**src/hdl/bsm_pkg.sv**
```systemverilog
// ----------------------------------------------------------------------------
// bsm_pkg
// shared constants and types of the 3x3 clipped box smoothing unit
// ----------------------------------------------------------------------------
package bsm_pkg;

   localparam int BSM_MAX_SIDE      = 1024;
   localparam int BSM_CHANNEL_BITS  = 16;
   localparam int BSM_PIX_BITS      = 16;   // port width of one color channel
   localparam int BSM_POS_BITS      = 10;   // port width of row and column
   localparam int BSM_SIDE_BITS     = 11;   // width of the side register
   localparam logic [BSM_SIDE_BITS-1:0] BSM_SIDE_RESET = 11'd512;
   localparam int BSM_QUEUE_DEPTH   = 4;
   localparam int BSM_QCNT_BITS     = $clog2(BSM_QUEUE_DEPTH + 1);

   // position and border flags of one window, front to back
   typedef struct packed {
      logic [BSM_POS_BITS-1:0] row;
      logic [BSM_POS_BITS-1:0] col;
      logic                    r_ge1;
      logic                    r_ge2;
      logic                    c_ge1;
      logic                    c_ge2;
      logic                    r_last;
      logic                    c_last;
      logic                    done;
   } tag_type;

endpackage

```
**src/hdl/bsm_channels.sv**
```systemverilog


interface bsm_rsp_if import bsm_pkg::*; ();
   logic                    valid;
   logic                    ready;
   logic [BSM_PIX_BITS-1:0] out_red;
   logic [BSM_PIX_BITS-1:0] out_green;
   logic [BSM_PIX_BITS-1:0] out_blue;
   logic [BSM_POS_BITS-1:0] out_row;
   logic [BSM_POS_BITS-1:0] out_col;
   logic                    run_last;
   logic                    frame_done;

   modport source (output valid, out_red, out_green, out_blue, out_row, out_col,
                   run_last, frame_done, input ready);
   modport sink   (input valid, out_red, out_green, out_blue, out_row, out_col,
                   run_last, frame_done, output ready);
endinterface

```
**src/hdl/bsm_back.sv**
```systemverilog
// ----------------------------------------------------------------------------
// bsm_back
// expands each window into up to four results; sum, reciprocal multiply
// ----------------------------------------------------------------------------
module bsm_back import bsm_pkg::*; #(
   parameter int CHANNEL_BITS = BSM_CHANNEL_BITS,
   localparam int PXW         = 3 * CHANNEL_BITS,
   localparam int WIN_BITS    = 9 * PXW
) (
   input  logic                clock,
   input  logic                reset,
   input  logic                head_valid,
   input  tag_type             head_tag,
   input  logic [WIN_BITS-1:0] head_win,
   output logic                pop,
   bsm_rsp_if.source           rsp_chan
);

   localparam int CB   = CHANNEL_BITS;
   localparam int COLW = CB + 2;
   localparam int SUMW = CB + 4;
   localparam int SH   = CB + 12;
   localparam int MW   = SH + 1;
   localparam int PRW  = SUMW + MW;
   localparam longint ONE = longint'(1) << SH;
   localparam logic [MW-1:0] RECIP_1 = MW'(ONE);
   localparam logic [MW-1:0] RECIP_2 = MW'((ONE + 1) / 2);
   localparam logic [MW-1:0] RECIP_3 = MW'((ONE + 2) / 3);
   localparam logic [MW-1:0] RECIP_4 = MW'((ONE + 3) / 4);
   localparam logic [MW-1:0] RECIP_6 = MW'((ONE + 5) / 6);
   localparam logic [MW-1:0] RECIP_9 = MW'((ONE + 8) / 9);

   logic [3:0]              want, emitted_ff, rem, sel;
   logic                    has, is_last, en, issue;
   logic                    di, dj;
   logic [2:0]              rmask, cmask;
   logic [1:0]              nr, nc;
   logic [COLW-1:0]         colsum_in [3][3];

   logic                    a_valid_ff;
   logic [COLW-1:0]         a_colsum_ff [3][3];
   logic [2:0]              a_cmask_ff;
   logic [1:0]              a_nr_ff, a_nc_ff;
   logic [BSM_POS_BITS-1:0] a_row_ff, a_col_ff;
   logic                    a_last_ff, a_done_ff;

   logic [SUMW-1:0]         total_in [3];
   logic [MW-1:0]           recip_in;
   logic                    b_valid_ff;
   logic [SUMW-1:0]         b_total_ff [3];
   logic [MW-1:0]           b_recip_ff;
   logic [BSM_POS_BITS-1:0] b_row_ff, b_col_ff;
   logic                    b_last_ff, b_done_ff;

   logic                    c_valid_ff;
   logic [PRW-1:0]          c_prod_ff [3];
   logic [BSM_POS_BITS-1:0] c_row_ff, c_col_ff;
   logic                    c_last_ff, c_done_ff;

   logic                    d_valid_ff;
   logic [BSM_PIX_BITS-1:0] d_pix_ff [3];
   logic [BSM_POS_BITS-1:0] d_row_ff, d_col_ff;
   logic                    d_last_ff, d_done_ff;

   // result slots in raster order: up-left, up, left, here
   assign want = {head_tag.r_last && head_tag.c_last, head_tag.r_last && head_tag.c_ge1,
                  head_tag.r_ge1 && head_tag.c_last, head_tag.r_ge1 && head_tag.c_ge1};
   assign rem     = want & ~emitted_ff;
   assign sel     = rem & (~rem + 4'd1);
   assign has     = (rem != 4'd0);
   assign is_last = ((rem & ~sel) == 4'd0);
   assign en      = !d_valid_ff || rsp_chan.ready;
   assign issue   = en && head_valid && has;
   assign pop     = en && head_valid && (!has || is_last);

   always_ff @(posedge clock) begin
      if (reset) begin
         emitted_ff <= '0;
      end else if (en && head_valid) begin
         emitted_ff <= pop ? 4'd0 : (emitted_ff | sel);
      end
   end

   assign di = sel[0] || sel[1];
   assign dj = sel[0] || sel[2];
   assign rmask = di ? {2'b11, head_tag.r_ge2} : {1'b1, head_tag.r_ge1, 1'b0};
   assign cmask = dj ? {2'b11, head_tag.c_ge2} : {1'b1, head_tag.c_ge1, 1'b0};
   assign nr = {1'b0, rmask[0]} + {1'b0, rmask[1]} + {1'b0, rmask[2]};
   assign nc = {1'b0, cmask[0]} + {1'b0, cmask[1]} + {1'b0, cmask[2]};

   // column sums over the clipped rows
   always_comb begin
      for (int ch = 0; ch < 3; ch++) begin
         for (int x = 0; x < 3; x++) begin
            colsum_in[ch][x] = '0;
            for (int y = 0; y < 3; y++) begin
               if (rmask[y]) begin
                  colsum_in[ch][x] = colsum_in[ch][x]
                     + COLW'(head_win[((y * 3 + x) * 3 + ch) * CB +: CB]);
               end
            end
         end
      end
   end

   always_ff @(posedge clock) begin
      if (reset) begin
         a_valid_ff <= 1'b0;
         b_valid_ff <= 1'b0;
         c_valid_ff <= 1'b0;
         d_valid_ff <= 1'b0;
      end else if (en) begin
         a_valid_ff <= issue;
         b_valid_ff <= a_valid_ff;
         c_valid_ff <= b_valid_ff;
         d_valid_ff <= c_valid_ff;
      end
   end

   always_ff @(posedge clock) begin
      if (en) begin
         a_colsum_ff <= colsum_in;
         a_cmask_ff  <= cmask;
         a_nr_ff     <= nr;
         a_nc_ff     <= nc;
         a_row_ff    <= head_tag.row - BSM_POS_BITS'(di);
         a_col_ff    <= head_tag.col - BSM_POS_BITS'(dj);
         a_last_ff   <= is_last;
         a_done_ff   <= head_tag.done;
      end
   end

   always_comb begin
      for (int ch = 0; ch < 3; ch++) begin
         total_in[ch] = '0;
         for (int x = 0; x < 3; x++) begin
            if (a_cmask_ff[x]) begin
               total_in[ch] = total_in[ch] + SUMW'(a_colsum_ff[ch][x]);
            end
         end
      end
   end

   // reciprocal of the clipped pixel count
   always_comb begin
      unique case ({a_nr_ff, a_nc_ff}) inside
         4'b0101:          recip_in = RECIP_1;
         4'b0110, 4'b1001: recip_in = RECIP_2;
         4'b0111, 4'b1101: recip_in = RECIP_3;
         4'b1010:          recip_in = RECIP_4;
         4'b1011, 4'b1110: recip_in = RECIP_6;
         4'b1111:          recip_in = RECIP_9;
         default:          recip_in = RECIP_1;
      endcase
   end

   always_ff @(posedge clock) begin
      if (en) begin
         b_total_ff <= total_in;
         b_recip_ff <= recip_in;
         b_row_ff   <= a_row_ff;
         b_col_ff   <= a_col_ff;
         b_last_ff  <= a_last_ff;
         b_done_ff  <= a_done_ff;
      end
   end

   always_ff @(posedge clock) begin
      if (en) begin
         for (int ch = 0; ch < 3; ch++) begin
            c_prod_ff[ch] <= PRW'(b_total_ff[ch]) * PRW'(b_recip_ff);
         end
         c_row_ff  <= b_row_ff;
         c_col_ff  <= b_col_ff;
         c_last_ff <= b_last_ff;
         c_done_ff <= b_done_ff;
      end
   end

   always_ff @(posedge clock) begin
      if (en) begin
         for (int ch = 0; ch < 3; ch++) begin
            d_pix_ff[ch] <= BSM_PIX_BITS'(c_prod_ff[ch][SH +: CB]);
         end
         d_row_ff  <= c_row_ff;
         d_col_ff  <= c_col_ff;
         d_last_ff <= c_last_ff;
         d_done_ff <= c_done_ff;
      end
   end

   assign rsp_chan.valid      = d_valid_ff;
   assign rsp_chan.out_red    = d_pix_ff[0];
   assign rsp_chan.out_green  = d_pix_ff[1];
   assign rsp_chan.out_blue   = d_pix_ff[2];
   assign rsp_chan.out_row    = d_row_ff;
   assign rsp_chan.out_col    = d_col_ff;
   assign rsp_chan.run_last   = d_last_ff;
   assign rsp_chan.frame_done = d_done_ff;

endmodule

```
**src/flat_wrapper.sv**
```systemverilog
// flat-port wrapper written by rule: the top's interface ports become plain ports
module bsm_back_flat import bsm_pkg::*;
#(
   parameter int CHANNEL_BITS = BSM_CHANNEL_BITS,
   localparam int PXW         = 3 * CHANNEL_BITS,
   localparam int WIN_BITS    = 9 * PXW
)
  (clock, reset, head_valid, head_tag, head_win, pop, rsp_chan_valid, rsp_chan_out_red, rsp_chan_out_green, rsp_chan_out_blue, rsp_chan_out_row, rsp_chan_out_col, rsp_chan_run_last, rsp_chan_frame_done, rsp_chan_ready);
  bsm_rsp_if rsp_chan_i ();
  input  logic clock;
  input  logic reset;
  input  logic head_valid;
  input  tag_type head_tag;
  input  logic [WIN_BITS-1:0] head_win;
  output logic pop;
  output wire logic [$bits(rsp_chan_i.valid)-1:0] rsp_chan_valid;
  output wire logic [$bits(rsp_chan_i.out_red)-1:0] rsp_chan_out_red;
  output wire logic [$bits(rsp_chan_i.out_green)-1:0] rsp_chan_out_green;
  output wire logic [$bits(rsp_chan_i.out_blue)-1:0] rsp_chan_out_blue;
  output wire logic [$bits(rsp_chan_i.out_row)-1:0] rsp_chan_out_row;
  output wire logic [$bits(rsp_chan_i.out_col)-1:0] rsp_chan_out_col;
  output wire logic [$bits(rsp_chan_i.run_last)-1:0] rsp_chan_run_last;
  output wire logic [$bits(rsp_chan_i.frame_done)-1:0] rsp_chan_frame_done;
  input wire logic [$bits(rsp_chan_i.ready)-1:0] rsp_chan_ready;
  assign rsp_chan_valid = rsp_chan_i.valid;
  assign rsp_chan_out_red = rsp_chan_i.out_red;
  assign rsp_chan_out_green = rsp_chan_i.out_green;
  assign rsp_chan_out_blue = rsp_chan_i.out_blue;
  assign rsp_chan_out_row = rsp_chan_i.out_row;
  assign rsp_chan_out_col = rsp_chan_i.out_col;
  assign rsp_chan_run_last = rsp_chan_i.run_last;
  assign rsp_chan_frame_done = rsp_chan_i.frame_done;
  assign rsp_chan_i.ready = rsp_chan_ready;
  bsm_back #(.CHANNEL_BITS(CHANNEL_BITS)) u_core (.clock(clock), .reset(reset), .head_valid(head_valid), .head_tag(head_tag), .head_win(head_win), .pop(pop), .rsp_chan(rsp_chan_i));
endmodule
```
**config.mk**
```make
export PLATFORM = sky130hd
export DESIGN_NAME = bsm_back_flat
export DESIGN_NICKNAME = d
export VERILOG_FILES = /design/src/hdl/bsm_pkg.sv /design/src/hdl/bsm_channels.sv /design/src/hdl/bsm_back.sv /design/src/flat_wrapper.sv
export SDC_FILE = /design/constraint.sdc
export NUM_CORES = 2
export LEC_CHECK = 0
export BUFFER_PORTS_ARGS = -buffer_cell sky130_fd_sc_hd__buf_4
export CAP_MARGIN = 20
export CORE_MARGIN = 2
export CORE_UTILIZATION = 65
export CTS_CLUSTER_DIAMETER = 100
export DETAILED_ROUTE_END_ITERATION = 10
export PLACE_DENSITY = 0.93
export SETUP_SLACK_MARGIN = 0.15
export SLEW_MARGIN = 20
export SYNTH_ARGS = -nofsm -noshare
export SYNTH_HDL_FRONTEND = slang
export SYNTH_SLANG_ARGS = --single-unit
```
**constraint.sdc**
```tcl
create_clock -name clock -period 55.3 [get_ports clock]
set_input_delay 8.295 -clock clock [delete_from_list [all_inputs] [get_ports clock]]
set_output_delay 8.295 -clock clock [all_outputs]
set_load 0.05 [all_outputs]
```
### Word level (Yosys, flattened, before mapping)

Memory sizes are Yosys's and may differ from the RTL's.
Cells that the tools add are included.

* memories kept: 2
* memory bits (writable): 195
* output and inout bits: 72
* bits of input ports: 463
* bits in registers: 354

Memory list
* u_core.c_prod_ff: depth 3, width 49, rd ports 3, clocked after memory_dff 0, wr ports 3, line bsm_back.sv:56 `logic [PRW-1:0] c_prod_ff [3];`
* u_core.d_pix_ff: depth 3, width 16, rd ports 3, clocked after memory_dff 0, wr ports 3, line bsm_back.sv:61 `logic [BSM_PIX_BITS-1:0] d_pix_ff [3];`

* bitwise gates (word level): 7
* $mul: 3
* muxes and demuxes: 42
* equality and inequality tests: 8
* add/sub/neg operators: 31
* reductions and logical operators: 18

Operators by type and width (count)
* 2-to-1 mux 18 bit: 21
* adder 18 x 16 -> 18 bit: 9
* adder 16 x 16 -> 17 bit: 9
* multiplier 20 x 29 -> 49 bit: 3
* case mux 29 bit (5 select lines): 1
* 2-to-1 mux 16 bit: 9
* 2-to-1 mux 20 bit: 6
* adder 20 x 18 -> 20 bit: 3
* adder 18 x 18 -> 19 bit: 3
* equality test 4 bit, second input constant: 6
* subtractor 10 x 1 -> 10 bit: 2
* bitwise AND 4 bit: 3
* inverter 4 bit: 3
* equality test 4 x 3 -> 1 bit, second input constant: 2
* logical AND 1 bit: 7
* OR reduction 2 bit: 3
* adder 1 x 1 -> 2 bit: 2
* adder 2 x 1 -> 2 bit, second input constant: 2
* adder 4 x 1 -> 4 bit, second input constant: 1
* logical NOT 4 bit: 1
* logical OR 1 bit: 4
* 2-to-1 mux 2 bit: 2
* 2-to-1 mux 4 bit: 1
* bitwise OR 4 bit: 1
* other kinds (3): 5

### Depth between registers and ports, before layout

* depth in word-level cells: 12
* depth in mapped cells: 29

### Worst setup path before layout

OpenSTA, ideal clock, no wires.

* path type: input port to output port
* start point: input rsp_chan_ready
* end point: output pop
* cell stages on the path: 4
* data arrival time: 22164 ps
* path slack: 24841 ps
* buffers on the path: 1
* path through: nand2b_1 clkbuf_1 nand2_1 nor2b_1

* longest elaborated chain between the ends: 3

RTL lines
* start, declared: line flat_wrapper.sv:24 `input wire logic [$bits(rsp_chan_i.ready)-1:0] rsp_chan_ready;`
* logical OR 1 bit: line bsm_back.sv:72 `assign en = !d_valid_ff || rsp_chan.ready;`
* logical AND 1 bit (2 in a row): line bsm_back.sv:74 `assign pop = en && head_valid && (!has || is_last);`
* end, declared: line flat_wrapper.sv:15 `output logic pop;`

Every way passes these cells.

### Worst setup path after layout

* start point: input head_tag[6] (netlist bit)
* end point: output pop

* longest elaborated chain between the ends: 10
* elaborated cells between the ends (all ways): 13
* classes of those cells: add/sub (1); bitwise (5); reduce/logical (7)

RTL lines
* start, declared: line flat_wrapper.sv:13 `input tag_type head_tag;`
* logical AND 1 bit: line bsm_back.sv:67 `head_tag.r_ge1 && head_tag.c_last, head_tag.r_ge1 && head_tag.c_ge1};`
* bitwise AND 4 bit (*): line bsm_back.sv:68 `assign rem = want & ~emitted_ff;`
* inverter 4 bit: line bsm_back.sv:69 `assign sel = rem & (~rem + 4'd1);`
* adder 4 x 1 -> 4 bit: line bsm_back.sv:69
* bitwise AND 4 bit: line bsm_back.sv:69
* inverter 4 bit: line bsm_back.sv:71 `assign is_last = ((rem & ~sel) == 4'd0);`
* bitwise AND 4 bit (*): line bsm_back.sv:71
* logical NOT 4 bit (*): line bsm_back.sv:71
* named net u_core.is_last: line bsm_back.sv:34 `logic has, is_last, en, issue;`
* logical OR 1 bit (*): line bsm_back.sv:74
* logical AND 1 bit (*): line bsm_back.sv:74

The timed path passes the listed nets; every way through them passes the cells marked *.

==> metrics.cfg <==
[status]
status=finished clean

[timing]
hold_violations=0
post-route-period-util_pct=33.4
worst-slew-pin-transition_ns=1.04
fin_worst_skew_ns=0.0599
rsz0062_at_grt=false
period_minus_slack_ns=18.49
finalSetupTns_ns=0
setup_ws_ns=36.81
slew_viol_final=0
finalSetupViolCount=0
fmax_mhz=54.1
slew_headroom_pct=30.8

[clocking]
cts.repair.resized=0
post-cts-setup-buffers=0
clock-sinks=428
cts_buffer_depth=3
clk_pin_slew_ns=0.06
tritoncts=built
clock_latency_ns=0.67
cts-root-buf=clkbuf_16
cts_buffers=50
htreeDepth=2
cts-hold-fix-buffers=0

[die]
die_y_um=320
initial_core_util_pct=65.8
die_x_um=320
pin_count=535
die_area_um2=102000
core_um2=98600
rows=115

[grt]
grt_pass1_vias=52242
antenna_found_initial=10
track_usage_pct=35.3
grt_pass1_wl_um=280000
grt_overflow=0
grt_start_max_net_pins=78

[synth]
synth_nets=8768
synthMuxAreaShare_pct=0.766
synth-seq-cells=428
synth_area_um2=64800
synth_area_leaders=fa_1 29%, edfxtp_1 19%, ha_1 15%, inv_1 7.8%, xnor2_1 3.5%
synth_cell_type_count=78
synth_fa_ha_area_share_pct=43.9
synth_cells=6587
netlist.area_leader.share_pct=28.7
synth-xor-area-share_pct=5.38
synthSimpleGateAreaFrac_pct=12.6
syn_avg_cell_area_um2=9.84
seq_area_frac_synth_pct=19.7
synthFlopType=edfxtp_1
synth_top_family_by_area=adder cells
async_flop_share_pct=0
ys.warnings.count=0
synth_edf_count=420
synth_compound_area_share_pct=9.13
synth_largest_area_cell=fa_1

[drt]
firstDrtPassIters=5
ant_nets=0
drt_iter0_markers=3779
drc=0
vias=49087
wl_per_cell_um=21.1
viasPerCell=5.83
wl_um=178000

[place]
hpwl_um=151000
port_buffers=534
gp_congestion=1.01
post-place-ws_ns=36.89

[final_layout]
final_layout_size_suffix_gt1_share_pct=10.1
fin_nets=9258
utilization_pct=72.9
area_growth_pct=10.8

[worst_setup_path]
cp_top_family=simple AND/OR/NAND/NOR gates
end_kind=primary output
crit_top_cell=buf_4
crit_chain=buf_4, nand3b_1, nand2_4, o21ai_0, nor2b_1, buf_4
critPathSlowestCell=buf_4
required_ns=47.01
cp.depth=6
critPathLaunchType=primary input
critical_path.max_fanout=54
cp.buffers_inverters=2
arrival_ns=10.19
slowest_delay_ns=0.54
reg2reg_depth=24
crit_type=in -> out

[flow_run]
maxCapViolCount=0

[worst_hold_path]
hold_path.class=reg -> reg
hold_path_depth=0

[placed cells by master (no fill, tap or decap), types with 9 or more instances in the layout]
| cell type | count |
|---|---|
| a41oi_1 | 12 |
| nand2b_1 | 20 |
| nor2_1 | 320 |
| a211o_1 | 10 |
| clkinv_1 | 12 |
| and3_1 | 182 |
| a31oi_1 | 51 |
| clkbuf_16 | 50 |
| inv_1 | 1344 |
| o211ai_1 | 31 |
| buf_4 | 560 |
| edfxtp_1 | 420 |
| nand3b_1 | 9 |
| xnor2_1 | 257 |
| o2111ai_1 | 10 |
| nand2_1 | 448 |
| mux2_2 | 41 |
| xor2_1 | 141 |
| nor2b_1 | 57 |
| a21o_1 | 122 |
| a21oi_1 | 270 |
| o21bai_1 | 53 |
| nor3_1 | 115 |
| o21a_1 | 46 |
| or3_1 | 42 |
| nor3b_1 | 13 |
| a211oi_1 | 37 |
| or2_2 | 16 |
| fa_1 | 929 |
| o21ai_0 | 128 |
| o31ai_1 | 17 |
| and2_1 | 265 |
| nand4_1 | 29 |
| nand3_1 | 88 |
| ha_1 | 789 |
[cells by family after synthesis]
family,Yosys count
flops,428
mux,44
simple gates,1637
fa+ha+maj,1719
xor+xnor,398
compound gates,894
buf+inv,1467
[path summary, 6_finish.rpt]
path	start	end	slack (ns)
worst max register to register	u_core.b_recip_ff[25]$_DFFE_PN_	u_core.c_prod_ff[0][92]$_DFFE_PN_	46.42
worst max-delay path	head_tag[6]	pop	36.81
worst min register to register	u_core.c_row_ff[5]$_DFFE_PN_	u_core.rsp_chan.out_row[5]$_DFFE_PN_	0.41
worst min-delay path	u_core.c_row_ff[5]$_DFFE_PN_	u_core.rsp_chan.out_row[5]$_DFFE_PN_	0.41
[final cells by class]
cell class / count / area, µm²
Inverter: 1345 / 5050
Tap cell: 1287 / 1610
Clock inverter: 40 / 365
Clock buffer: 53 / 1260
Multi-Input combinational cell: 4692 / 46500
Timing Repair Buffer: 560 / 4200
Antenna cell: 8 / 20.0
Sequential cell: 428 / 12800
Fill cell: 6961 / 26700
[registers in the layout, indices dropped and copies added (netlist names), 4 cells and up]
name / count
u_core.c_col_ff: 10
u_core.c_prod_ff: 48
u_core.emitted_ff: 4
u_core.b_recip_ff: 8
u_core.b_col_ff: 10
u_core.d_pix_ff: 48
u_core.a_colsum_ff: 162
u_core.a_col_ff: 10
u_core.rsp_chan.out_col: 10
u_core.rsp_chan.out_row: 10
u_core.b_row_ff: 10
u_core.b_total_ff: 60
u_core.c_row_ff: 10
u_core.a_row_ff: 10
[Yosys cell counts (6+ instances only)]
cell / number
nor2_1: 320
nor3_1: 115
nand3b_1: 9
a311o_1: 6
and2_1: 265
o21ai_0: 128
fa_1: 929
o21bai_1: 53
a21o_1: 122
xor2_1: 141
a2111oi_0: 8
and3_1: 182
ha_1: 789
xnor2_1: 257
or3_1: 42
nand2_1: 449
o31ai_1: 17
dfxtp_1: 8
a21oi_1: 270
mux2_2: 41
o21ai_1: 6
or2_2: 16
nor4_1: 6
o21a_1: 46
a311oi_1: 8
nor3b_1: 13
o31a_1: 8
o41ai_1: 6
a211o_1: 10
nor2b_1: 57
o2111ai_1: 10
inv_1: 1345
o211a_1: 8
edfxtp_1: 420
a211oi_1: 37
nand4_1: 29
nand4b_1: 6
a31o_2: 8
clkbuf_1: 117
a31oi_1: 51
o211ai_1: 31
a41oi_1: 12
nand2b_1: 21
nand3_1: 88
[stage by stage]
step	instance area, µm²	hold slack [ns]	cells
4_1_cts	71800	0.417	8405
6_report	71800	0.412	8413
2_1_floorplan	64800	0.400	6587
3_5_place_dp	70200	0.405	8312
3_3_place_gp	70200	0.401	8312
5_1_grt	71800	0.422	8410
[routing by layer]
| layer | routed length, µm | GRT usage [%] | part of all wire [%] |
|---|---|---|---|
| met5 | 27 | 0 | 0.015 |
| met4 | 8020 | 13.8 | 4.5 |
| met3 | 13600 | 5.72 | 7.7 |
| met2 | 86200 | 60.4 | 48 |
| met1 | 69900 | 45.0 | 39 |
Power is left out: the tool's default activity adds up to more than one toggle a clock period on the data nets, which glitch-free logic cannot reach.
