`src/hdl/bsm_pkg.sv`:
```
// ----------------------------------------------------------------------------
// bsm_pkg
// shared constants and types of the 3x3 clipped box smoothing unit
// ----------------------------------------------------------------------------
package bsm_pkg;

   localparam int BSM_MAX_SIDE      = 1024;
   localparam int BSM_CHANNEL_BITS  = 16;
   localparam int BSM_PIX_BITS      = 16;   // port width of one color channel
   localparam int BSM_POS_BITS      = 10;   // port width of row and column
   localparam int BSM_SIDE_BITS     = 11;   // width of the side register
   localparam logic [BSM_SIDE_BITS-1:0] BSM_SIDE_RESET = 11'd512;
   localparam int BSM_QUEUE_DEPTH   = 4;
   localparam int BSM_QCNT_BITS     = $clog2(BSM_QUEUE_DEPTH + 1);

   // position and border flags of one window, front to back
   typedef struct packed {
      logic [BSM_POS_BITS-1:0] row;
      logic [BSM_POS_BITS-1:0] col;
      logic                    r_ge1;
      logic                    r_ge2;
      logic                    c_ge1;
      logic                    c_ge2;
      logic                    r_last;
      logic                    c_last;
      logic                    done;
   } tag_type;

endpackage

```
`src/hdl/bsm_queue.sv`:
```
// ----------------------------------------------------------------------------
// bsm_queue
// short fifo of windows between front and back
// ----------------------------------------------------------------------------
module bsm_queue import bsm_pkg::*; #(
   parameter int WIDTH = 8
) (
   input  logic                     clock,
   input  logic                     reset,
   input  logic                     push,
   input  logic [WIDTH-1:0]         push_data,
   input  logic                     pop,
   output logic                     head_valid,
   output logic [WIDTH-1:0]         head_data,
   output logic [BSM_QCNT_BITS-1:0] level
);

   localparam int PW = $clog2(BSM_QUEUE_DEPTH);

   logic [WIDTH-1:0]         slot_ff [BSM_QUEUE_DEPTH];
   logic [PW-1:0]            wr_ptr_ff, rd_ptr_ff;
   logic [BSM_QCNT_BITS-1:0] count_ff;

   always_ff @(posedge clock) begin
      if (reset) begin
         wr_ptr_ff <= '0;
         rd_ptr_ff <= '0;
         count_ff  <= '0;
      end else begin
         if (push) begin
            wr_ptr_ff <= wr_ptr_ff + PW'(1);
         end
         if (pop) begin
            rd_ptr_ff <= rd_ptr_ff + PW'(1);
         end
         count_ff <= count_ff + BSM_QCNT_BITS'(push) - BSM_QCNT_BITS'(pop);
      end
   end

   always_ff @(posedge clock) begin
      if (push) begin
         slot_ff[wr_ptr_ff] <= push_data;
      end
   end

   assign head_valid = (count_ff != '0);
   assign head_data  = slot_ff[rd_ptr_ff];
   assign level      = count_ff;

endmodule

```
`config.mk`:
```
export PLATFORM = sky130hd
export DESIGN_NAME = bsm_queue
export DESIGN_NICKNAME = d
export VERILOG_FILES = /design/src/hdl/bsm_pkg.sv /design/src/hdl/bsm_queue.sv
export SDC_FILE = /design/constraint.sdc
export NUM_CORES = 1
export LEC_CHECK = 0
export BUFFER_PORTS_ARGS = -buffer_cell sky130_fd_sc_hd__buf_2
export CAP_MARGIN = 20
export CORE_UTILIZATION = 35
export CTS_BUF_LIST = sky130_fd_sc_hd__clkbuf_8
export DETAILED_ROUTE_END_ITERATION = 10
export MAX_ROUTING_LAYER = met4
export PLACE_DENSITY = 0.57
export SKIP_CTS_REPAIR_TIMING = 1
export SLEW_MARGIN = 20
export SYNTH_ARGS = -nofsm -noshare
export SYNTH_HDL_FRONTEND = slang
export SYNTH_SLANG_ARGS = --single-unit
```
`constraint.sdc`:
```
create_clock -name clock -period 2.4 [get_ports clock]
set_input_delay 0.12 -clock clock [delete_from_list [all_inputs] [get_ports clock]]
set_output_delay 0.12 -clock clock [all_outputs]
set_load 0.1 [all_outputs]
```
-- After elaboration in Yosys (flattened, before gate mapping)
Memory sizes are Yosys's and may differ from the RTL's. A register that Yosys moved wholly into a read port is not among the register bits.
Cells that the tools add are included.
- mux-type cells: 4
- equal/unequal tests: 0
- div/mod/pow operators: 0
- order comparisons: 0
- reductions and logical operators: 1
- $add $sub $neg: 4
- bitwise operators: 0
- shifts and indexed selects: 0
- $mul: 0
- operator list (operator ; count):
    adder 2 x 1 -> 2 bit, second input constant ; 2
    2-to-1 mux 2 bit ; 2
    adder 3 x 1 -> 3 bit ; 1
    nonzero test 3 bit ; 1
    subtractor 3 x 1 -> 3 bit ; 1
    2-to-1 mux 1 bit ; 2
- memory bits (writable): 32
- latch bits: 0
- register bits after elaboration: 7
- memories kept: 1
- logic and storage cells: 13
- output and inout port bits: 12
- ROM bits: 0
- memory list (name ; words ; width ; read ports ; clocked after Yosys merged registers in ; wr ports ; RTL line ; text):
    slot_ff ; 4 ; 8 ; 1 ; 1 ; 1 ; bsm_queue.sv:20 ; logic [WIDTH-1:0] slot_ff [BSM_QUEUE_DEPTH];

-- Logic depth before layout (Yosys ltp)
Gate-level depths: netlist of run 1.
- depth in word-level cells: 3
- depth in mapped cells: 7

-- Worst setup path before layout of run 1
Ideal clock, no wire load.
- path kind: register to register
- start: reg count_ff[0] (netlist: level[0])
- end: reg count_ff[2] (netlist: level[2])
- library setup time: 0.064 ns
- period minus slack after synthesis: 2.398 ns
- stages on the path, launching flop included: 8
- setup slack: 0.002 ns
- data required time: 2.336 ns
- arrival: 2.334 ns
- cell sequence: dfxtp_1 inv_1 ha_1 inv_1 ha_1 fa_1 xor3_1 nor2_1
- word-level cells in the longest chain between the ends: 2
- ends and longest elaborated chain (item ; RTL line ; text):
    start: declaration ; bsm_queue.sv:22 ; logic [BSM_QCNT_BITS-1:0] count_ff;
    start signal: assignment ; bsm_queue.sv:36 ; count_ff <= count_ff + BSM_QCNT_BITS'(push) - BSM_QCNT_BITS'(pop);
    adder 3 x 1 -> 3 bit ; bsm_queue.sv:36 ;
    subtractor 3 x 1 -> 3 bit ; bsm_queue.sv:36 ;
Every way passes these cells.
A chain may end at the register's enable or synchronous reset.

==> key figures, run 1 <==
Status
  – Outcome: completed

Min path
  – Worst min-delay path startpoint: push_data[5]
  – Worst min path class: input port to register

STA
  – Slew at the pin closest to its max-slew limit: 0.572 ns
  – Minimum period implied by the final worst setup slack: 1.99 ns
  – Unrepaired setup endpoints after global routing: false
  – Total Neg Setup Slack: 0 ns
  – # setup viols final: 0
  – Largest clock skew in the final design: 0.00578 ns
  – Final hold violation count: 0
  – Headroom to the max-slew limit: 0.618
  – Final worst setup slack: 0.414 ns
  – Maximum clock rate: 504 MHz
  – Worst hold slack across all endpoints: 0.0462 ns
  – Slew Limit Fails: 0
  – Post-route fraction of the period consumed by the critical path: 0.827

Routing
  – Routed WL: 2540 microns
  – Number of iterations in the first detailed-routing pass: 3
  – Vias/cell: 4.65
  – Starting DRT DRC Count: 30
  – Remaining antenna violation count: 0
  – DR DRC count: 0
  – Via Count: 763
  – Per-cell routed wire length: 15.5 microns

Critical path
  – Chain of cells forming the critical path: mux4_2 -> buf_2
  – Setup slack, reg-to-reg: 0.64 ns
  – Req. time, crit path: 2.28 ns
  – Maximum fanout along the worst path: 8
  – Critical Setup Path Class: register to output pin
  – Kind of end point of the critical path: output pin
  – Kind of cell with the highest combined delay on the critical path: flip-flops
  – Worst setup path endpoint: head_data[7]
  – Delay of the slowest cell on the worst path: 0.68 ns
  – Reg-to-reg startpoint: level[0]
  – Crit path depth: 2
  – Worst path bufs/invs: 1
  – Arrival time of the worst setup path: 1.87 ns
  – Element type at the critical path start: register
  – Slowest CP cell: dfxtp_1
  – Critical R2R Capture: level[2]
  – R2R depth: 7

Clock network
  – Clock tree sinks: 41
  – TritonCTS clock tree: done
  – Clock-pin slew reported for the worst setup and hold paths after clock tree synthesis: 0.07 ns
  – Inserted Clock Buffers: 5
  – Clock root buffer: clkbuf_8
  – Clock insertion delay at the later pin of the skew report: 0.29 ns
  – Max H-tree Level: 2
  – Clock Path Buffers: 2

Floorplan
  – Number of rows created at floorplan: 24
  – Height of the die: 69.4 microns
  – Initial Utilization: 0.366
  – Number of top-level pins: 24
  – Die boundary width: 69.4 microns
  – Floorplan Core Area: 4350 sq um
  – Floorplan die area: 4820 sq um

Flow run
  – Count of maximum capacitance violations: 0

Global route
  – Total grt overflow: 0
  – Pin count of the biggest net entering global routing: 12
  – Vias in the first global route: 863
  – Wire length of the first global-routing pass: 4330 microns
  – Initial antenna violation count: 0
  – Total routing usage reported by global routing: 0.128

Yosys
  – Average footprint of a synthesized cell: 19.2 sq um
  – Warnings from Yosys: 0
  – Post-synthesis sequential element count: 41
  – Post-Synthesis Net Count: 102
  – Synth Instances: 83
  – Post-synthesis cell type count: 18
  – Cell Area, Synth: 1590 sq um
  – Seq/Total Area, Yosys: 0.717

Placed design
  – Final weighted congestion in routability-driven placement: 0.697
  – Total of buffers placed on input and output ports: 23
  – Instance area at placement: 1760 sq um
  – Placement Setup Slack: 0.634 ns

Pwr
  – Sw Ratio: 0.360
  – Areal power density over the cells: 960 nW/um^2
  – Total leakage power: 0.000690 uW
  – Clock network fraction of design power: 0.232
  – Cell-internal power: 1130 uW
  – Peak supply drop: 677 uV
  – Net Sw Power: 634 uW
  – Proportion of power drawn by combinational gates: 0.286
  – Seq pwr share: 0.482

Final layout
  – Post-Layout Inst Area: 1840 sq um
  – Count of nets after finishing: 130
  – Fraction of layout cells with a size suffix above 1: 0.330
  – Commonest cells after routing, fill and taps aside: 32 x edfxtp_1, 23 x buf_2, 9 x inv_1, 9 x dfxtp_1, 8 x mux4_2
  – Synthesis-to-layout area growth: 15.3%
  – Layout filler cell count: 386
  – ANT cells: 0
  – Most common cell after layout, fill and taps aside: edfxtp_1
==> cell type report <==
cell class	instances	area, sq um	area share
Clock buffer	5	68.8	0.0375
Clock inverter	3	11.3	0.00613
Inverter	6	22.5	0.0123
Multi-Input combinational cell	34	412	0.224
Sequential cell	41	1140	0.622
Tap cell	52	65.1	0.0354
Timing Repair Buffer	23	115	0.0627
==> worst min-delay path by stage <==
stage | end | depth (start not counted) | slack (ns)
floorplan | level[0] | 1 | 0.19
global placement | slot_ff[0][3] | 1 | 0.34
detailed placement | slot_ff[1][5] | 1 | 0.35
CTS | slot_ff[0][4] | 1 | 0.04
global route | slot_ff[1][5] | 1 | 0.05
finish | slot_ff[1][5] | 1 | 0.05
==> sequential cells by signal, indices dropped and copies added, names as in the netlist, named ones only <==
register and count:
level 3, slot_ff 32, rd_ptr_ff 2, wr_ptr_ff 2
==> Yosys cell counts (all sizes together) <==
cell type | n | area share
inv | 6 | 0.014
mux2i | 1 | 0.0063
nor2 | 5 | 0.012
xor3 | 1 | 0.015
clkbuf | 1 | 0.0031
nand3b | 1 | 0.0047
nor2b | 2 | 0.0079
xnor2 | 2 | 0.011
and2 | 4 | 0.016
buf | 1 | 0.0071
a21oi | 1 | 0.0031
ha | 6 | 0.047
dfxtp | 9 | 0.11
a21bo | 1 | 0.0063
or3 | 1 | 0.0039
edfxtp | 32 | 0.60
fa | 1 | 0.013
mux4 | 8 | 0.11
==> power by group through the flow <==
stage / Combinational [uW] / Clock [uW] / Sequential (uW)
after floorplan: 342 / 0 / 951
after global placement: 499 / 0 / 864
after detailed placement: 508 / 0 / 867
after CTS: 508 / 426 / 851
after global routing: 531 / 451 / 857
final: 504 / 409 / 850
==> layer usage <==
metal | global-route usage | share of wire
met5 | - | 0
met4 | 0.0612 | 0.021
met3 | 0.0378 | 0.046
met2 | 0.204 | 0.48
met1 | 0.149 | 0.45
==> per-stage QoR <==
stage	std cells	util	total power, uW
2_1_floorplan	83	-	1290
3_3_place_gp	156	0.403	1360
3_5_place_dp	156	0.403	1370
4_1_cts	164	0.422	1790
5_1_grt	164	0.422	1840
6_report	164	0.422	1760
==> cells by family (layout without fill, tap and decap cells) <==
logic type | count (synthesis) | count (layout) | synth area share
and+or+nand+nor | 13 | 13 | 0.0440
adders and majority gates | 7 | 7 | 0.0597
AOI/OAI and AO/OA | 2 | 2 | 0.00943
xor gates and xnor gates | 3 | 3 | 0.0259
buffers and inverters | 8 | 37 | 0.0244
DFF | 41 | 41 | 0.717
muxes | 9 | 9 | 0.119
Power figures use the tool's default switching activity.
==> inputs of run 2 (changes only) <==
--- a/config.mk
+++ b/config.mk
@@ -11,7 +11,7 @@
 export CTS_BUF_LIST = sky130_fd_sc_hd__clkbuf_8
 export DETAILED_ROUTE_END_ITERATION = 10
 export MAX_ROUTING_LAYER = met4
-export PLACE_DENSITY = 0.57
+export PLACE_DENSITY = 0.59
 export SKIP_CTS_REPAIR_TIMING = 1
 export SLEW_MARGIN = 20
 export SYNTH_ARGS = -nofsm -noshare
==> constraint.sdc (replaced) <==
create_clock -name clock -period 1.7 [get_ports clock]
set_input_delay 0.085 -clock clock [delete_from_list [all_inputs] [get_ports clock]]
set_output_delay 0.085 -clock clock [all_outputs]
set_load 0.1 [all_outputs]
==> key figures, run 2 (same netlist as run 1, synthesis figures left out) <==
STA
  – # setup viols final: 0 (unchanged)
  – Minimum period implied by the final worst setup slack: 1.62 ns
  – Headroom to the max-slew limit: 0.679 (+0.0602)
  – Unrepaired setup endpoints after global routing: false
  – Slew at the pin closest to its max-slew limit: 0.485 ns (-0.0862 ns)
  – Maximum clock rate: 618 MHz
  – Slew Limit Fails: 0 (unchanged)
  – Post-route fraction of the period consumed by the critical path: 0.952
  – Final worst setup slack: 0.0814 ns (-0.333 ns)
  – Largest clock skew in the final design: 0.00946 ns (+0.00369 ns)
  – Final hold violation count: 0 (unchanged)

Global route
  – Initial antenna violation count: 0 (unchanged)
  – Pin count of the biggest net entering global routing: 13 (+1)
  – Total grt overflow: 0 (unchanged)
  – Total routing usage reported by global routing: 0.119 (-0.00945)
  – Wire length of the first global-routing pass: 4010 microns (-7.5%)
  – Vias in the first global route: 807 (-6.5%)

Critical path
  – Arrival time of the worst setup path: 1.53 ns (-0.34 ns)
  – Maximum fanout along the worst path: 8 (unchanged)
  – Critical R2R Capture: level[1]
  – Element type at the critical path start: register
  – R2R depth: 6 (-1)
  – Reg-to-reg startpoint: level[0]
  – Kind of end point of the critical path: output pin
  – Req. time, crit path: 1.62 ns (-0.66 ns)
  – Critical Setup Path Class: register to output pin
  – Setup slack, reg-to-reg: 0.19 ns (-0.45 ns)

Pwr
  – Peak supply drop: 988 uV (+46%)
  – Areal power density over the cells: 1360 nW/um^2 (+41%)
  – Total leakage power: 0.000702 uW (+1.8%)

Floorplan
  – Height of the die: 69.4 microns (unchanged)
  – Number of top-level pins: 24 (unchanged)
  – Floorplan Core Area: 4350 sq um (unchanged)
  – Initial Utilization: 0.366 (unchanged)
  – Floorplan die area: 4820 sq um (unchanged)
  – Die boundary width: 69.4 microns (unchanged)
  – Number of rows created at floorplan: 24 (unchanged)

Final layout
  – Commonest cells after routing, fill and taps aside: 32 x edfxtp_1, 15 x buf_2, 8 x mux4_2
  – Most common cell after layout, fill and taps aside: edfxtp_1
  – ANT cells: 0 (unchanged)
  – Post-layout utilization of the core: 0.435 (+0.0138)
  – Layout filler cell count: 389 (+0.78%)
  – Count of nets after finishing: 131 (+0.77%)
  – Max reg flops: 32 (unchanged)
  – Synthesis-to-layout area growth: 19.1%
  – Multi-input gate area: 418 sq um (+1.5%)
  – Register with the most flip-flops: slot_ff
  – Fraction of layout cells with a size suffix above 1: 0.398 (+0.0679)
  – Footprint of the flip-flops and latches: 1150 sq um (+0.44%)

Routing
  – Remaining antenna violation count: 0 (unchanged)
  – Per-cell routed wire length: 14.7 microns (-4.8%)
  – Number of iterations in the first detailed-routing pass: 4 (+1)
  – DR DRC count: 0 (unchanged)
  – Vias/cell: 4.70 (+0.96%)
  – Routed WL: 2430 microns (-4.3%)
  – Starting DRT DRC Count: 82 (+170%)
  – Via Count: 775 (+1.6%)

Placed design
  – Placement Setup Slack: 0.0509 ns (-0.583 ns)
  – Total of buffers placed on input and output ports: 23 (unchanged)
  – Final weighted congestion in routability-driven placement: 0.633 (-9.2%)

Min path
  – Worst min-delay path startpoint: push_data[4]
  – Worst min path class: input port to register
  – Destination of the worst hold path: slot_ff[0][4]
  – Cell count of the worst hold path: 1 (unchanged)

Flow run
  – Count of maximum capacitance violations: 0 (unchanged)

Clock network
  – Max H-tree Level: 2 (unchanged)
  – Clock insertion delay at the later pin of the skew report: 0.29 ns (about the same)
  – Clock tree sinks: 41 (unchanged)
  – Inserted Clock Buffers: 5 (unchanged)
  – Clock root buffer: clkbuf_8
  – Clock Path Buffers: 2 (unchanged)
  – Clock-pin slew reported for the worst setup and hold paths after clock tree synthesis: 0.07 ns (about the same)
  – TritonCTS clock tree: done

Status
  – Outcome: completed
run 2: cell count changes in the layout (fill, tap and decap cells not counted), moves of 2 or more:
cell / change
dfxtp_1: -2
buf_2: -8
inv_1: -2
buf_4: +6
buf_6: +3
run 2: stage by stage:
stage	setup TNS [ns]	std cells	power [uW]	area, sq um	hold slack (ns)
after detailed placement	0	157	1950	1770	0.305
final	0	165	2570	1900	0.0111
after global routing	0	165	2680	1900	0.00916
after global placement	0	157	1930	1770	0.295
after CTS	-0.289	165	2570	1860	0.00506
after floorplan	-0.129	83	1840	1600	0.147
run 2: layout make-up:
| cell class | count | area share |
|---|---|---|
| timing repair buffer | 24 | 0.0812 |
| inverter | 6 | 0.0119 |
| sequential | 41 | 0.605 |
| multi-input combinational | 34 | 0.220 |
| tap | 52 | 0.0343 |
| clock buffer | 6 | 0.0436 |
| clock inverter | 2 | 0.00396 |
run 2: worst max path at each step:
stage,from,end,slack (ns)
after detailed placement,level[0],level[2],0.05
after global placement,level[0],level[2],0.08
after global routing,register,head_data[5],0.007
after CTS,register,head_data[4],-0.06
after floorplan,level[0],level[2],-0.13
final,register,head_data[6],0.08
run 2: critical path, cell delays in order (launching register included):
cell and delay, ns:
dfxtp_1 0.32, buf_6 0.16, mux4_2 0.51, buf_4 0.25
run 2: power breakdown:
group          switching (uW)  internal (uW)
Sequential               40.2           1150
Combinational             552            198
Clock                     307            319
Total                     900           1670
run 2: routing by layer:
| metal | track usage | vias up | share of wire | routed length, microns |
|---|---|---|---|---|
| li1 | - | 365 | - | - |
| met1 | 0.148 | 376 | 0.43 | 1050 |
| met2 | 0.172 | 26 | 0.48 | 1170 |
| met3 | 0.0407 | 8 | 0.054 | 132 |
| met4 | 0.0612 | 0 | 0.027 | 65 |
| met5 | - | - | 0 | 0 |
==> inputs of run 3 (changes only) <==
--- a/config.mk
+++ b/config.mk
@@ -11,7 +11,7 @@
 export CTS_BUF_LIST = sky130_fd_sc_hd__clkbuf_8
 export DETAILED_ROUTE_END_ITERATION = 10
 export MAX_ROUTING_LAYER = met4
-export PLACE_DENSITY = 0.59
+export PLACE_DENSITY = 0.57
 export SKIP_CTS_REPAIR_TIMING = 1
 export SLEW_MARGIN = 20
 export SYNTH_ARGS = -nofsm -noshare
==> key figures, run 3 (same netlist as run 1, synthesis figures left out) <==
Final layout
  – Synthesis-to-layout area growth: 18.0%
  – Layout filler cell count: 389 (unchanged)
  – Most common cell after layout, fill and taps aside: edfxtp_1
  – Commonest cells after routing, fill and taps aside: 32 x edfxtp_1, 15 x buf_2, 8 x inv_1, 8 x mux4_2, 8 x buf_4
  – Max reg flops: 32 (unchanged)
  – Fraction of layout cells with a size suffix above 1: 0.389 (-0.00885)
  – Count of nets after finishing: 131 (unchanged)
  – Post-layout utilization of the core: 0.431 (-0.00402)
  – Register with the most flip-flops: slot_ff
  – Final non-filler cell total: 165 (unchanged)
  – ANT cells: 0 (unchanged)

Clock network
  – Clock Path Buffers: 2 (unchanged)
  – TritonCTS clock tree: done
  – Clock tree sinks: 41 (unchanged)
  – Clock insertion delay at the later pin of the skew report: 0.29 ns (about the same)
  – Clock-pin slew reported for the worst setup and hold paths after clock tree synthesis: 0.07 ns (about the same)
  – Max H-tree Level: 2 (unchanged)
  – Inserted Clock Buffers: 5 (unchanged)
  – Clock root buffer: clkbuf_8

Critical path
  – Maximum fanout along the worst path: 8 (unchanged)
  – Critical Setup Path Class: register to output pin
  – Element type at the critical path start: register
  – Reg-to-reg startpoint: level[0]
  – Req. time, crit path: 1.62 ns (about the same)
  – Slowest CP cell: mux4_2
  – Kind of end point of the critical path: output pin
  – Critical R2R Capture: level[1]
  – Delay of the slowest cell on the worst path: 0.52 ns (about the same)
  – Arrival time of the worst setup path: 1.55 ns (+0.02 ns)
  – R2R depth: 6 (unchanged)
  – Chain of cells forming the critical path: buf_6 -> mux4_2 -> buf_4
  – Setup slack, reg-to-reg: 0.15 ns (-0.04 ns)

Floorplan
  – Floorplan die area: 4820 sq um (unchanged)
  – Height of the die: 69.4 microns (unchanged)
  – Number of rows created at floorplan: 24 (unchanged)
  – Initial Utilization: 0.366 (unchanged)
  – Floorplan Core Area: 4350 sq um (unchanged)
  – Number of top-level pins: 24 (unchanged)
  – Die boundary width: 69.4 microns (unchanged)

Global route
  – Total routing usage reported by global routing: 0.118 (-0.000572)
  – Pin count of the biggest net entering global routing: 12 (-1)
  – Wire length of the first global-routing pass: 3980 microns (-0.67%)
  – Total grt overflow: 0 (unchanged)
  – Initial antenna violation count: 0 (unchanged)
  – Vias in the first global route: 830 (+2.9%)

Flow run
  – Count of maximum capacitance violations: 0 (unchanged)

STA
  – Largest clock skew in the final design: 0.00371 ns (-0.00576 ns)
  – Maximum clock rate: 613 MHz (-0.81%)
  – Headroom to the max-slew limit: 0.680 (+0.00166)
  – Worst hold slack across all endpoints: 0.00954 ns (-0.00154 ns)
  – Final hold violation count: 0 (unchanged)
  – # setup viols final: 0 (unchanged)
  – Minimum period implied by the final worst setup slack: 1.63 ns (+0.0133 ns)
  – Slew Limit Fails: 0 (unchanged)
  – Slew at the pin closest to its max-slew limit: 0.483 ns (-0.00251 ns)
  – Post-route fraction of the period consumed by the critical path: 0.960 (+0.00782)
  – Final worst setup slack: 0.0681 ns (-0.0133 ns)

Routing
  – DR DRC count: 0 (unchanged)
  – Vias/cell: 4.64 (-1.2%)
  – Remaining antenna violation count: 0 (unchanged)
  – Per-cell routed wire length: 14.7 microns (about the same)
  – Routed WL: 2430 microns (about the same)
  – Via Count: 766 (-1.2%)
  – Number of iterations in the first detailed-routing pass: 4 (unchanged)
  – Starting DRT DRC Count: 43 (-48%)

Placed design
  – Number of cells in the design after placement: 157 (unchanged)
  – Placed wire-length estimate after detailed placement: 1660 microns
  – Total of buffers placed on input and output ports: 23 (unchanged)
  – Placement Setup Slack: 0.0173 ns (-0.0336 ns)
  – Final weighted congestion in routability-driven placement: 0.639 (+0.93%)

Pwr
  – Total Power: 2520 uW (-2.0%)
  – Areal power density over the cells: 1340 nW/um^2 (-1.1%)
  – Total leakage power: 0.000698 uW (-0.63%)
  – Peak supply drop: 967 uV (-2.1%)

Min path
  – Cell count of the worst hold path: 1 (unchanged)
  – Worst min-delay path startpoint: push_data[4]
  – Worst min path class: input port to register
  – Destination of the worst hold path: slot_ff[0][4]

Status
  – Outcome: completed
[run 3: changes by cell type in the layout (fill, tap and decap cells not counted)]
| cell | before | now |
|---|---|---|
| inv_1 | 7 | 8 |
| buf_6 | 3 | 1 |
| clkbuf_8 | 6 | 5 |
| buf_4 | 6 | 8 |
[run 3: cell type report]
class,instances,area [sq um],share of cell area
flip-flops and latches,41,1150,0.610
well taps,52,65.1,0.0346
multi-input cells,34,418,0.223
clock buffers,5,68.8,0.0366
repair buffers,24,146,0.0779
clock inverters,3,11.3,0.00600
inverters,6,22.5,0.0120
[run 3: worst max-delay path by stage]
stage | endpoint | slack [ns] | cells past startpoint
detailed placement | level[2] | 0.02 | 7
global placement | level[2] | 0.09 | 7
global route | head_data[3] | -0.0004 | 3
CTS | head_data[3] | -0.06 | 3
finish | head_data[3] | 0.07 | 3
floorplan | level[2] | -0.13 | 7
[run 3: report_power, final]
group          total (uW)  internal (uW)  switching (uW)
Clock                 577            273             304
Combinational         749            195             554
Sequential           1190           1150            39.6
[run 3: critical path, delay by kind of cell, from the launching register on]
kind | cells | cell delay (ns)
multiplexers | 1 | 0.52
flip-flops | 1 | 0.32
buffers and inverters | 2 | 0.41
[run 3: through the flow]
stage | area (sq um) | setup TNS [ns]
after CTS | 1850 | -0.289
after global placement | 1770 | 0
final | 1880 | 0
after detailed placement | 1770 | 0
after global routing | 1880 | -0.000432
after floorplan | 1600 | -0.129
[run 3: per-layer routing]
layer	wire length, microns	vias up	GRT usage
met1	963	373	0.118
met2	1260	23	0.198
met4	59	0	0.0544
met3	145	7	0.0509
li1	-	363	-
met5	0	-	-
